## src/sv/sps_pkg.sv

```systemverilog
// sps_pkg: types, codes and widths shared by the sensor poll sequencer
// no dependencies; imported by every other file of the block
`timescale 1ns / 1ps

package sps_pkg;

   localparam int MAX_SENSORS = 16;

   localparam int NOW_W   = 32;
   localparam int RAW_W   = 16;
   localparam int IDX_W   = 4;
   localparam int CNT_W   = 5;
   localparam int WAIT_W  = 16;
   localparam int LIMIT_W = 8;
   localparam int FAIL_W  = 8;

   localparam int CSR_IDX_W  = 2;
   localparam int CSR_DATA_W = 16;

   localparam logic [CSR_IDX_W-1:0] CSR_SENSOR_COUNT = 2'd0;
   localparam logic [CSR_IDX_W-1:0] CSR_WAIT_MS      = 2'd1;
   localparam logic [CSR_IDX_W-1:0] CSR_ERROR_LIMIT  = 2'd2;

   localparam logic KIND_RUN    = 1'b0;
   localparam logic KIND_SELECT = 1'b1;

   localparam logic [FAIL_W-1:0] FAIL_MAX = {FAIL_W{1'b1}};

   localparam logic [WAIT_W-1:0]  WAIT_MS_RESET     = 16'd800;
   localparam logic [LIMIT_W-1:0] ERROR_LIMIT_RESET = 8'd3;

   typedef enum logic [1:0] {
      PH_START = 2'd0,
      PH_WAIT  = 2'd1,
      PH_READ  = 2'd2
   } phase_type;

   typedef enum logic [1:0] {
      ACT_NONE  = 2'd0,
      ACT_START = 2'd1,
      ACT_READ  = 2'd2
   } bus_action_type;

   typedef struct packed {
      logic [CNT_W-1:0]   sensor_count;
      logic [WAIT_W-1:0]  wait_ms;
      logic [LIMIT_W-1:0] error_limit;
   } cfg_type;

   typedef struct packed {
      logic                    kind;
      logic [NOW_W-1:0]        now_ms;
      logic                    bus_ok;
      logic signed [RAW_W-1:0] raw_reading;
      logic [IDX_W-1:0]        select_index;
   } req_item_type;

   typedef struct packed {
      bus_action_type          bus_action;
      logic [IDX_W-1:0]        sensor_index;
      logic signed [RAW_W-1:0] temperature;
      logic                    error_flag;
      logic                    has_valid;
      logic                    select_accepted;
   } rsp_item_type;

endpackage

```

## src/sv/sps_req_if.sv

```systemverilog
// sps_req_if: request channel of the sensor poll sequencer
// depends on sps_pkg
`timescale 1ns / 1ps

interface sps_req_if import sps_pkg::*; ();

   logic                    valid;
   logic                    ready;
   logic                    kind;
   logic [NOW_W-1:0]        now_ms;
   logic                    bus_ok;
   logic signed [RAW_W-1:0] raw_reading;
   logic [IDX_W-1:0]        select_index;

   modport source (
      output valid, kind, now_ms, bus_ok, raw_reading, select_index,
      input  ready
   );

   modport sink (
      input  valid, kind, now_ms, bus_ok, raw_reading, select_index,
      output ready
   );

endinterface

```

## src/sv/sps_rsp_if.sv

```systemverilog
// sps_rsp_if: response channel of the sensor poll sequencer
// depends on sps_pkg
`timescale 1ns / 1ps

interface sps_rsp_if import sps_pkg::*; ();

   logic                    valid;
   logic                    ready;
   logic [1:0]              bus_action;
   logic [IDX_W-1:0]        sensor_index;
   logic signed [RAW_W-1:0] temperature;
   logic                    error_flag;
   logic                    has_valid;
   logic                    select_accepted;

   modport source (
      output valid, bus_action, sensor_index, temperature, error_flag, has_valid,
             select_accepted,
      input  ready
   );

   modport sink (
      input  valid, bus_action, sensor_index, temperature, error_flag, has_valid,
             select_accepted,
      output ready
   );

endinterface

```

## src/sv/sps_csr.sv

```systemverilog
// sps_csr: configuration registers of the sensor poll sequencer
// depends on sps_pkg
`timescale 1ns / 1ps

module sps_csr import sps_pkg::*; (
   input  logic                  clock,
   input  logic                  reset,
   input  logic                  csr_wr_en,
   input  logic [CSR_IDX_W-1:0]  csr_index,
   input  logic [CSR_DATA_W-1:0] csr_wdata,
   output cfg_type               cfg
);

   cfg_type cfg_ff;
   cfg_type cfg_in;

   always_comb begin
      cfg_in = cfg_ff;
      if (csr_wr_en) begin
         case (csr_index)
            CSR_SENSOR_COUNT: cfg_in.sensor_count = csr_wdata[CNT_W-1:0];
            CSR_WAIT_MS:      cfg_in.wait_ms      = csr_wdata[WAIT_W-1:0];
            CSR_ERROR_LIMIT:  cfg_in.error_limit  = csr_wdata[LIMIT_W-1:0];
            default:          cfg_in = cfg_ff;
         endcase
      end
   end

   always_ff @(posedge clock) begin
      if (reset) begin
         cfg_ff.sensor_count <= '0;
         cfg_ff.wait_ms      <= WAIT_MS_RESET;
         cfg_ff.error_limit  <= ERROR_LIMIT_RESET;
      end else begin
         cfg_ff <= cfg_in;
      end
   end

   assign cfg = cfg_ff;

endmodule

```

## src/sv/sps_seq.sv

```systemverilog
// sps_seq: polling state and the per-request update of the sequencer
// depends on sps_pkg; configuration comes from sps_csr
`timescale 1ns / 1ps

module sps_seq import sps_pkg::*; (
   input  logic         clock,
   input  logic         reset,
   input  logic         step_en,
   input  req_item_type item,
   input  cfg_type      cfg,
   output rsp_item_type result
);

   phase_type               phase_ff, phase_in;
   logic [NOW_W-1:0]        wait_start_ff, wait_start_in;
   logic [IDX_W-1:0]        selected_ff, selected_in;
   logic signed [RAW_W-1:0] last_temp_ff, last_temp_in;
   logic                    err_flag_ff, err_flag_in;
   logic [FAIL_W-1:0]       fail_count_ff, fail_count_in;
   logic                    valid_seen_ff, valid_seen_in;

   logic [CNT_W-1:0]  eff_count;
   logic              idx_ok;
   logic [NOW_W-1:0]  elapsed;
   logic              wait_done;
   logic [FAIL_W-1:0] fail_next;
   logic              fail_trip;
   bus_action_type    action;
   logic              accepted;

   assign eff_count = (cfg.sensor_count > CNT_W'(MAX_SENSORS)) ?
                      CNT_W'(MAX_SENSORS) : cfg.sensor_count;
   assign idx_ok    = {1'b0, item.select_index} < eff_count;
   assign elapsed   = item.now_ms - wait_start_ff;
   assign wait_done = elapsed >= {{(NOW_W-WAIT_W){1'b0}}, cfg.wait_ms};
   assign fail_next = (fail_count_ff == FAIL_MAX) ? fail_count_ff : fail_count_ff + 1'b1;
   assign fail_trip = fail_next >= cfg.error_limit;

   always_comb begin
      phase_in      = phase_ff;
      wait_start_in = wait_start_ff;
      selected_in   = selected_ff;
      last_temp_in  = last_temp_ff;
      err_flag_in   = err_flag_ff;
      fail_count_in = fail_count_ff;
      valid_seen_in = valid_seen_ff;
      action        = ACT_NONE;
      accepted      = 1'b0;

      if (item.kind == KIND_SELECT) begin
         if (idx_ok) begin
            accepted = 1'b1;
            if (item.select_index != selected_ff) begin
               selected_in   = item.select_index;
               phase_in      = PH_START;
               fail_count_in = '0;
               err_flag_in   = 1'b0;
            end
         end
      end else if (eff_count != '0) begin
         case (phase_ff)
            PH_START: begin
               action = ACT_START;
               if (item.bus_ok) begin
                  wait_start_in = item.now_ms;
                  phase_in      = PH_WAIT;
               end else begin
                  fail_count_in = fail_next;
                  err_flag_in   = err_flag_ff | fail_trip;
               end
            end
            PH_WAIT: begin
               if (wait_done) begin
                  phase_in = PH_READ;
               end
            end
            PH_READ: begin
               action   = ACT_READ;
               phase_in = PH_START;
               if (item.bus_ok) begin
                  last_temp_in  = item.raw_reading;
                  valid_seen_in = 1'b1;
                  fail_count_in = '0;
                  err_flag_in   = 1'b0;
               end else begin
                  fail_count_in = fail_next;
                  err_flag_in   = err_flag_ff | fail_trip;
               end
            end
            default: begin
               phase_in = PH_START;
            end
         endcase
      end

      result.bus_action      = action;
      result.sensor_index    = selected_in;
      result.temperature     = last_temp_in;
      result.error_flag      = err_flag_in;
      result.has_valid       = valid_seen_in;
      result.select_accepted = accepted;
   end

   always_ff @(posedge clock) begin
      if (reset) begin
         phase_ff      <= PH_START;
         wait_start_ff <= '0;
         selected_ff   <= '0;
         last_temp_ff  <= '0;
         err_flag_ff   <= 1'b0;
         fail_count_ff <= '0;
         valid_seen_ff <= 1'b0;
      end else if (step_en) begin
         phase_ff      <= phase_in;
         wait_start_ff <= wait_start_in;
         selected_ff   <= selected_in;
         last_temp_ff  <= last_temp_in;
         err_flag_ff   <= err_flag_in;
         fail_count_ff <= fail_count_in;
         valid_seen_ff <= valid_seen_in;
      end
   end

endmodule

```

## src/sv/sensor_poll_sequencer_core.sv

```systemverilog
// sensor_poll_sequencer_core: top level of the sensor poll sequencer
// depends on sps_pkg, sps_req_if, sps_rsp_if, sps_csr and sps_seq
`timescale 1ns / 1ps

// Takes one request per clock unless the response side stalls, and returns one
// response per request, in order. A request is held in an input register, the
// sequencer state is updated from it and the response is loaded into an output
// register, from which it is offered on the response channel; the input and
// output registers decouple the two channels so that a new request is taken
// whenever the stage ahead moves on. Configuration writes are expected only
// while no request is in flight.

module sensor_poll_sequencer_core import sps_pkg::*; (
   input  logic                  clock,
   input  logic                  reset,
   sps_req_if.sink               req_chan,
   sps_rsp_if.source             rsp_chan,
   input  logic                  csr_wr_en,
   input  logic [CSR_IDX_W-1:0]  csr_index,
   input  logic [CSR_DATA_W-1:0] csr_wdata
);

   cfg_type      cfg;
   req_item_type req_item;
   rsp_item_type step_result;

   logic         in_valid_ff, in_valid_in;
   req_item_type in_item_ff, in_item_in;
   logic         out_valid_ff, out_valid_in;
   rsp_item_type out_item_ff, out_item_in;

   logic out_free;
   logic step_en;

   sps_csr u_csr (
      .clock     (clock),
      .reset     (reset),
      .csr_wr_en (csr_wr_en),
      .csr_index (csr_index),
      .csr_wdata (csr_wdata),
      .cfg       (cfg)
   );

   sps_seq u_seq (
      .clock   (clock),
      .reset   (reset),
      .step_en (step_en),
      .item    (in_item_ff),
      .cfg     (cfg),
      .result  (step_result)
   );

   assign req_item.kind         = req_chan.kind;
   assign req_item.now_ms       = req_chan.now_ms;
   assign req_item.bus_ok       = req_chan.bus_ok;
   assign req_item.raw_reading  = req_chan.raw_reading;
   assign req_item.select_index = req_chan.select_index;

   assign out_free       = !out_valid_ff || rsp_chan.ready;
   assign step_en        = in_valid_ff && out_free;
   assign req_chan.ready = !in_valid_ff || out_free;

   always_comb begin
      in_valid_in = in_valid_ff;
      in_item_in  = in_item_ff;
      if (req_chan.ready) begin
         in_valid_in = req_chan.valid;
         in_item_in  = req_item;
      end
      out_valid_in = out_valid_ff;
      out_item_in  = out_item_ff;
      if (out_free) begin
         out_valid_in = in_valid_ff;
         out_item_in  = step_result;
      end
   end

   always_ff @(posedge clock) begin
      if (reset) begin
         in_valid_ff  <= 1'b0;
         out_valid_ff <= 1'b0;
      end else begin
         in_valid_ff  <= in_valid_in;
         out_valid_ff <= out_valid_in;
      end
   end

   always_ff @(posedge clock) begin
      in_item_ff  <= in_item_in;
      out_item_ff <= out_item_in;
   end

   assign rsp_chan.valid           = out_valid_ff;
   assign rsp_chan.bus_action      = out_item_ff.bus_action;
   assign rsp_chan.sensor_index    = out_item_ff.sensor_index;
   assign rsp_chan.temperature     = out_item_ff.temperature;
   assign rsp_chan.error_flag      = out_item_ff.error_flag;
   assign rsp_chan.has_valid       = out_item_ff.has_valid;
   assign rsp_chan.select_accepted = out_item_ff.select_accepted;

endmodule

```

## src/flat_wrapper.sv

```systemverilog
// flat-port wrapper written by rule: the top's interface ports become plain ports
module sensor_poll_sequencer_core_flat import sps_pkg::*;
  (clock, reset, csr_wr_en, csr_index, csr_wdata, req_chan_valid, req_chan_kind, req_chan_now_ms, req_chan_bus_ok, req_chan_raw_reading, req_chan_select_index, req_chan_ready, rsp_chan_valid, rsp_chan_bus_action, rsp_chan_sensor_index, rsp_chan_temperature, rsp_chan_error_flag, rsp_chan_has_valid, rsp_chan_select_accepted, rsp_chan_ready);
  sps_req_if req_chan_i ();
  sps_rsp_if rsp_chan_i ();
  input  logic clock;
  input  logic reset;
  input  logic csr_wr_en;
  input  logic [CSR_IDX_W-1:0] csr_index;
  input  logic [CSR_DATA_W-1:0] csr_wdata;
  input wire logic [$bits(req_chan_i.valid)-1:0] req_chan_valid;
  input wire logic [$bits(req_chan_i.kind)-1:0] req_chan_kind;
  input wire logic [$bits(req_chan_i.now_ms)-1:0] req_chan_now_ms;
  input wire logic [$bits(req_chan_i.bus_ok)-1:0] req_chan_bus_ok;
  input wire logic [$bits(req_chan_i.raw_reading)-1:0] req_chan_raw_reading;
  input wire logic [$bits(req_chan_i.select_index)-1:0] req_chan_select_index;
  output wire logic [$bits(req_chan_i.ready)-1:0] req_chan_ready;
  output wire logic [$bits(rsp_chan_i.valid)-1:0] rsp_chan_valid;
  output wire logic [$bits(rsp_chan_i.bus_action)-1:0] rsp_chan_bus_action;
  output wire logic [$bits(rsp_chan_i.sensor_index)-1:0] rsp_chan_sensor_index;
  output wire logic [$bits(rsp_chan_i.temperature)-1:0] rsp_chan_temperature;
  output wire logic [$bits(rsp_chan_i.error_flag)-1:0] rsp_chan_error_flag;
  output wire logic [$bits(rsp_chan_i.has_valid)-1:0] rsp_chan_has_valid;
  output wire logic [$bits(rsp_chan_i.select_accepted)-1:0] rsp_chan_select_accepted;
  input wire logic [$bits(rsp_chan_i.ready)-1:0] rsp_chan_ready;
  assign req_chan_i.valid = req_chan_valid;
  assign req_chan_i.kind = req_chan_kind;
  assign req_chan_i.now_ms = req_chan_now_ms;
  assign req_chan_i.bus_ok = req_chan_bus_ok;
  assign req_chan_i.raw_reading = req_chan_raw_reading;
  assign req_chan_i.select_index = req_chan_select_index;
  assign req_chan_ready = req_chan_i.ready;
  assign rsp_chan_valid = rsp_chan_i.valid;
  assign rsp_chan_bus_action = rsp_chan_i.bus_action;
  assign rsp_chan_sensor_index = rsp_chan_i.sensor_index;
  assign rsp_chan_temperature = rsp_chan_i.temperature;
  assign rsp_chan_error_flag = rsp_chan_i.error_flag;
  assign rsp_chan_has_valid = rsp_chan_i.has_valid;
  assign rsp_chan_select_accepted = rsp_chan_i.select_accepted;
  assign rsp_chan_i.ready = rsp_chan_ready;
  sensor_poll_sequencer_core u_core (.clock(clock), .reset(reset), .req_chan(req_chan_i), .rsp_chan(rsp_chan_i), .csr_wr_en(csr_wr_en), .csr_index(csr_index), .csr_wdata(csr_wdata));
endmodule
```

## config.mk

```make
export PLATFORM = sky130hd
export DESIGN_NAME = sensor_poll_sequencer_core_flat
export DESIGN_NICKNAME = d
export VERILOG_FILES = /design/src/sv/sps_pkg.sv /design/src/sv/sps_req_if.sv /design/src/sv/sps_rsp_if.sv /design/src/sv/sps_csr.sv /design/src/sv/sps_seq.sv /design/src/sv/sensor_poll_sequencer_core.sv /design/src/flat_wrapper.sv
export SDC_FILE = /design/constraint.sdc
export NUM_CORES = 1
export LEC_CHECK = 0
export ABC_AREA = 1
export BUFFER_PORTS_ARGS = -buffer_cell sky130_fd_sc_hd__buf_2
export CORE_MARGIN = 2
export CORE_UTILIZATION = 40
export CTS_CLUSTER_SIZE = 16
export DETAILED_ROUTE_END_ITERATION = 8
export PLACE_DENSITY = 0.69
export SLEW_MARGIN = 20
export SYNTH_ARGS = -nofsm -noshare
export SYNTH_HDL_FRONTEND = slang
export SYNTH_SLANG_ARGS = --single-unit
export TNS_END_PERCENT = 30
```

## constraint.sdc

```tcl
create_clock -name clock -period 3.8 [get_ports clock]
set_input_delay 0.38 -clock clock [delete_from_list [all_inputs] [get_ports clock]]
set_output_delay 0.38 -clock clock [all_outputs]
set_load 0.005 [all_outputs]
```

# --- Word level (Yosys, flattened, before mapping) ---
# Cells that the tools add are included.
word_totals:
  inputBits: 77
  output_inout_bits: 27
  elab_cells: 96
  register_bits: 174
op_classes:
  addsub: 2
  n_mux: 36
  n_bitwise: 3
  n_lt_le_gt_ge: 4
  reduce_logical: 17
  eq_ne: 11
op_table:
  columns: ["operator", "count"]
  rows:
  - ["$mux 16", 4]
  - ["$mux 8", 7]
  - ["$ge 32x16->1", 1]
  - ["$sub 32x32->32", 1]
  - ["$pmux 8 s2", 1]
  - ["$mux 2", 6]
  - ["$mux 4", 3]
  - ["$reduce_and 6->1", 2]
  - ["$mux 1", 11]
  - ["$add 8x1->8 const B", 1]
  - ["$eq 8x8->1 const B", 1]
  - ["$ge 8x8->1", 1]
  - ["$pmux 2 s2", 2]
  - ["$ne 3x2->1 const B", 2]
  - ["$reduce_and 2->1", 3]
  - ["$gt 5x5->1 const B", 1]
  - ["$lt 4x5->1", 1]
  - ["$mux 5", 1]
  - ["$reduce_and 5->1", 1]
  - ["$reduce_bool 5->1", 1]
  - ["$eq 2x1->1 const B", 2]
  - ["$eq 2x2->1 const B", 2]
  - ["$logic_not 2->1", 2]
  - ["$ne 2x2->1 const B", 2]
  - ["11 further kinds", 14]

# --- Longest topological paths before layout ---
depth:
  depth_word: 8
  depth_mapped: 25
  mapped_depth_nobuf: 25

# --- By module ---
# A second synthesis with hierarchy kept.
hier_totals:
  cells_unflattened: 1320
  hier_area_um2: 9754.4
modules_own_cells:
  columns: ["mod", "seq_area_each_um2", "instances", "cells_per_inst", "area_per_inst_um2"]
  rows:
  - ["sps_seq", 1281.2, 1, 1051, 6090.8]
  - ["sensor_poll_sequencer_core", 2412.3, 1, 89, 2456.1]
  - ["sps_csr", 580.6, 1, 180, 1207.4]

# --- Worst setup path before layout ---
# OpenSTA, ideal clock, no wires.
synth_timing:
  path_kind: "register -> register"
  start: "reg u_core.in_item_ff[21] (netlist name)"
  end: "reg u_core.u_seq.phase_ff[0]"
  arrival_time_ns: 2.614
  n_path_buf: 0
  stages_incl_launch_ff: 23
  required_time_ns: 3.685
  setup_ns: 0.115
  slack_ns: 1.071
  synth_period_minus_slack_ns: 2.729
  path_cell_list: "edfxtp_1 -> inv_1 -> ha_1 -> fa_1 -> inv_1 -> nand2_1 -> nand3_1 -> nand2_1 -> nand2_2 -> xor2_1 -> ha_1 -> inv_1 -> nor3_1 -> nor3b_1 -> nand2_1 -> nor2_1 -> nand2_1 -> nor2_1 -> nand2_1 -> a21oi_2 -> nand2_2 -> a21oi_1 -> nor2_1"
synth_via:
  elab_chain_cells: 4
synth_lines:
  columns: ["item", "line", "rtl"]
  rows:
  - ["from (decl)", "sensor_poll_sequencer_core.sv:28", "req_item_type in_item_ff, in_item_in;"]
  - ["from (signal assigned)", "sensor_poll_sequencer_core.sv:89", "in_item_ff <= in_item_in;"]
  - ["$sub 32x32->32", "sps_seq.sv:34", "assign elapsed = item.now_ms - wait_start_ff;"]
  - ["$ge 32x16->1", "sps_seq.sv:35", "assign wait_done = elapsed >= {{(NOW_W-WAIT_W){1'b0}}, cfg.wait_ms};"]
  - ["$ne 3x2->1 (no source line)", null, null]
  - ["$reduce_and 6->1 (no source line)", null, null]
  - ["to (signal assigned)", "sps_seq.sv:114", "phase_ff <= phase_in;"]
  - ["to (decl)", "sps_seq.sv:14", "phase_type phase_ff, phase_in;"]
# Every way passes these cells.
# A chain may end at the register's enable or synchronous reset.

# --- Final worst setup path ---
layout_timing:
  start: "reg u_core.in_item_ff[34] (netlist name)"
  end: "reg u_core.u_seq.phase_ff[1]"
# Same word-level chain as after synthesis.

==> impl_results.md <==
- CP Launch Type: register
- Final instance area: 0.0109 mm²
- Mapped Area: 0.00947 mm²
- PwrDens: 415 mW/mm²
- Final setup violation count: 0
- Highest-delay cell along the critical path: edfxtp_1
- Final count of hold timing violations: 0
- Post-Synthesis Cells: 1,229
- Post-DP HPWL: 17,000 µm
- Number of remaining DRC errors: 0
- Req. time, crit path: 4160 ps
- WL per Instance: 13.5 µm
- Initial Util: 0.406
- Io pins: 104
- Max-slew headroom: 0.319
- Routability cong.: 0.932
- H-tree Lvls: 4
- N_diodes: 0
- Vias per cell: 4.75
- Non-filler cells, final: 1,665
- Root Driver: clkbuf_16
- Critical Path Most Common Cell: nand2_1
- Vias: 7,911
- Remaining Overflow, GRT: 0
- Largest net degree at the start of global routing: 53
- Reg2Reg Depth: 21
- Main synth FF type: dfxtp_1
- Final nets: 1,470
- Slew @ Worst Pin: 1020 ps
- Iter 0 DRT Violations: 599
- Max Clock Freq: 326 MHz
- PostCTS Resize Cnt: 0
- Arr. time, crit path: 3440 ps
- Critical-path cell list: ha_1 -> nand2_1 -> inv_1 -> nand2_2 -> nor3_1 -> nand2_1 -> nand2_1 -> xor2_1 -> ha_1 -> a21oi_1 -> nor3b_1 -> nand2_1 -> nor2_1 -> nand2_1 -> nor2_1 -> nand2_1 -> a21oi_2 -> nand2_2 -> nand3_1 -> nand2_1 -> nor2_1
- Register clock-pin slew on the reported worst setup and hold paths: 70 ps
- Max cap viols: 0
- CTS tree: built
- Synth async-reset ratio: 0
- YS warnings: 0
- Min cycle time layout: 3070 ps
- Setup TNS: 0 ps
- First-pass GRT wire length: 36,000 µm
- Critical Path End Type: register
- Register bit total from synthesis: 174
- CTS Hold Bufs: 0
- Peak supply drop: 0.259 mV
- Vias in the first global route: 7,212
- Clk sinks: 174
- Clk buf depth: 2
- GRT Util Overall: 0.185
- Num CTS Buffers: 17
- Post-synth EDFFs: 79
- DRT Pass-1 Iters: 5
- Outcome: finished, final reports clean
- Leak Pwr: 5.23 nW
- Die Y: 158 µm
- Fillers: 2,287
- Die width: 158 µm
- Fraction of layout cells with a size suffix above 1: 0.140
- Initial antenna violation count: 1
- Area occupied by multi-input gates: 0.00420 mm²
- Sequential element share of the synthesized area: 0.451
- Placement Cell Area: 0.0103 mm²
- P&R area growth vs syn: 15.5%
- Crit Path Max Fanout: 4
- DIE AREA: 0.0249 mm²
- Number of setup buffers added after CTS: 0
- Skew final: 12.0 ps
- Remaining antenna violation count: 0
- Hold slack final: 117 ps
- RSZ-0062 raised after global routing: false
- CP peak stage delay: 390 ps
- Buffers on Ports: 103
- Fin crit share: 0.808
- Hold path cells: 1
- DRT Wirelength: 22,500 µm
- Worst min-delay path class: input pin to register
- Syn_nets: 1,366
- Slew Viols, Final: 0
- FF/Latch Area: 0.00427 mm²
- Synthesized area per cell: 7.71 µm²
- Num rows: 56
- Worst Path Class, Setup: register to register
- Core Box Area: 0.0233 mm²
- Later-pin clock latency in the skew report: 430 ps
- Unique masters post-synth: 36
- Placed Instances: 1,633
==> power breakdown <==
| part | switching [mW] | internal (mW) | leakage (nW) |
|---|---|---|---|
| registers | 0.0404 | 2.04 | 1.64 |
| clock network | 0.782 | 0.979 | 0.271 |
| logic | 0.440 | 0.255 | 3.32 |
==> critical path, delay by kind of cell (launching register included) <==
family          cells  cell delay (ps)
simple gates       15             1500
buf+inv             1              100
xor+xnor            1              150
fa+ha+maj           2              640
flops               1              390
compound gates      2              230
==> Yosys cell counts (all sizes together) (7+ instances only) <==
cell type	n	area, µm²
o21ai	91	455
a211oi	24	180
nand2	317	1220
nand4	7	43.8
nor3	17	105
nor2	90	360
clkbuf	19	71.3
nand3	40	215
xor2	19	166
ha	59	738
inv	240	901
edfxtp	79	2370
buf	8	38.8
a21oi	99	499
dfxtp	95	1900
==> routing by layer <==
metal | share of wire | vias to the layer above | track usage
met5 | 0 | - | 0
met4 | 0.014 | 0 | 0.0407
met3 | 0.044 | 22 | 0.0356
met2 | 0.46 | 156 | 0.302
met1 | 0.48 | 3580 | 0.255
li1 | - | 4153 | -
==> state kept, by name (all words and copies together), names as in the netlist, 4 cells and up <==
signal                        cells
u_core.in_item_ff                54
u_core.u_seq.wait_start_ff       32
u_core.u_csr.cfg                 29
u_core.rsp_chan.temperature      16
u_core.u_seq.last_temp_ff        16
u_core.u_seq.fail_count_ff        8
u_core.rsp_chan.sensor_index      4
u_core.u_seq.selected_ff          4
==> logic make-up after synthesis <==
family	after synthesis	synth area share
xor gates and xnor gates	23	0.0213
DFF	174	0.451
AOI/OAI and AO/OA	226	0.130
buffers and inverters	267	0.107
adders and majority gates	60	0.0800
and+or+nand+nor	479	0.211
==> layout make-up <==
class | instances | share of cell area
flip-flops and latches | 174 | 0.391
multi-input cells | 788 | 0.383
inverters | 240 | 0.0823
repair buffers | 112 | 0.0533
clock buffers | 18 | 0.0392
well taps | 319 | 0.0365
clock inverters | 14 | 0.0146
==> path summary, 6_finish.rpt <==
check                                 start  slack, ps                             end
max                   u_core.in_item_ff[34]        730        u_core.u_seq.phase_ff[1]
max reg2reg           u_core.in_item_ff[34]        730        u_core.u_seq.phase_ff[1]
min                     req_chan_now_ms[28]        120           u_core.in_item_ff[49]
min reg2reg  u_core.u_seq.wait_start_ff[18]        460  u_core.u_seq.wait_start_ff[18]
==> per-stage QoR <==
step | total power [mW] | utilization | worst slack, ps
2_1_floorplan | 2.60 | - | 1070
3_3_place_gp | 2.80 | 0.444 | 811
3_5_place_dp | 2.82 | 0.444 | 753
4_1_cts | 4.58 | 0.469 | 732
5_1_grt | 4.76 | 0.469 | 361
6_report | 4.54 | 0.469 | 728
==> cells in the final DEF (no fill, tap or decap), types with 15 or more instances in the layout <==
master       n
a21oi_1     98
nor2_1      81
nand2_1    305
nand3_1     36
edfxtp_1    79
o21ai_0     90
xor2_1      19
clkbuf_16   17
inv_2       15
ha_1        59
inv_1      225
dfxtp_1     95
buf_2      103
a211oi_1    24
(Power assumes the default switching activity.)
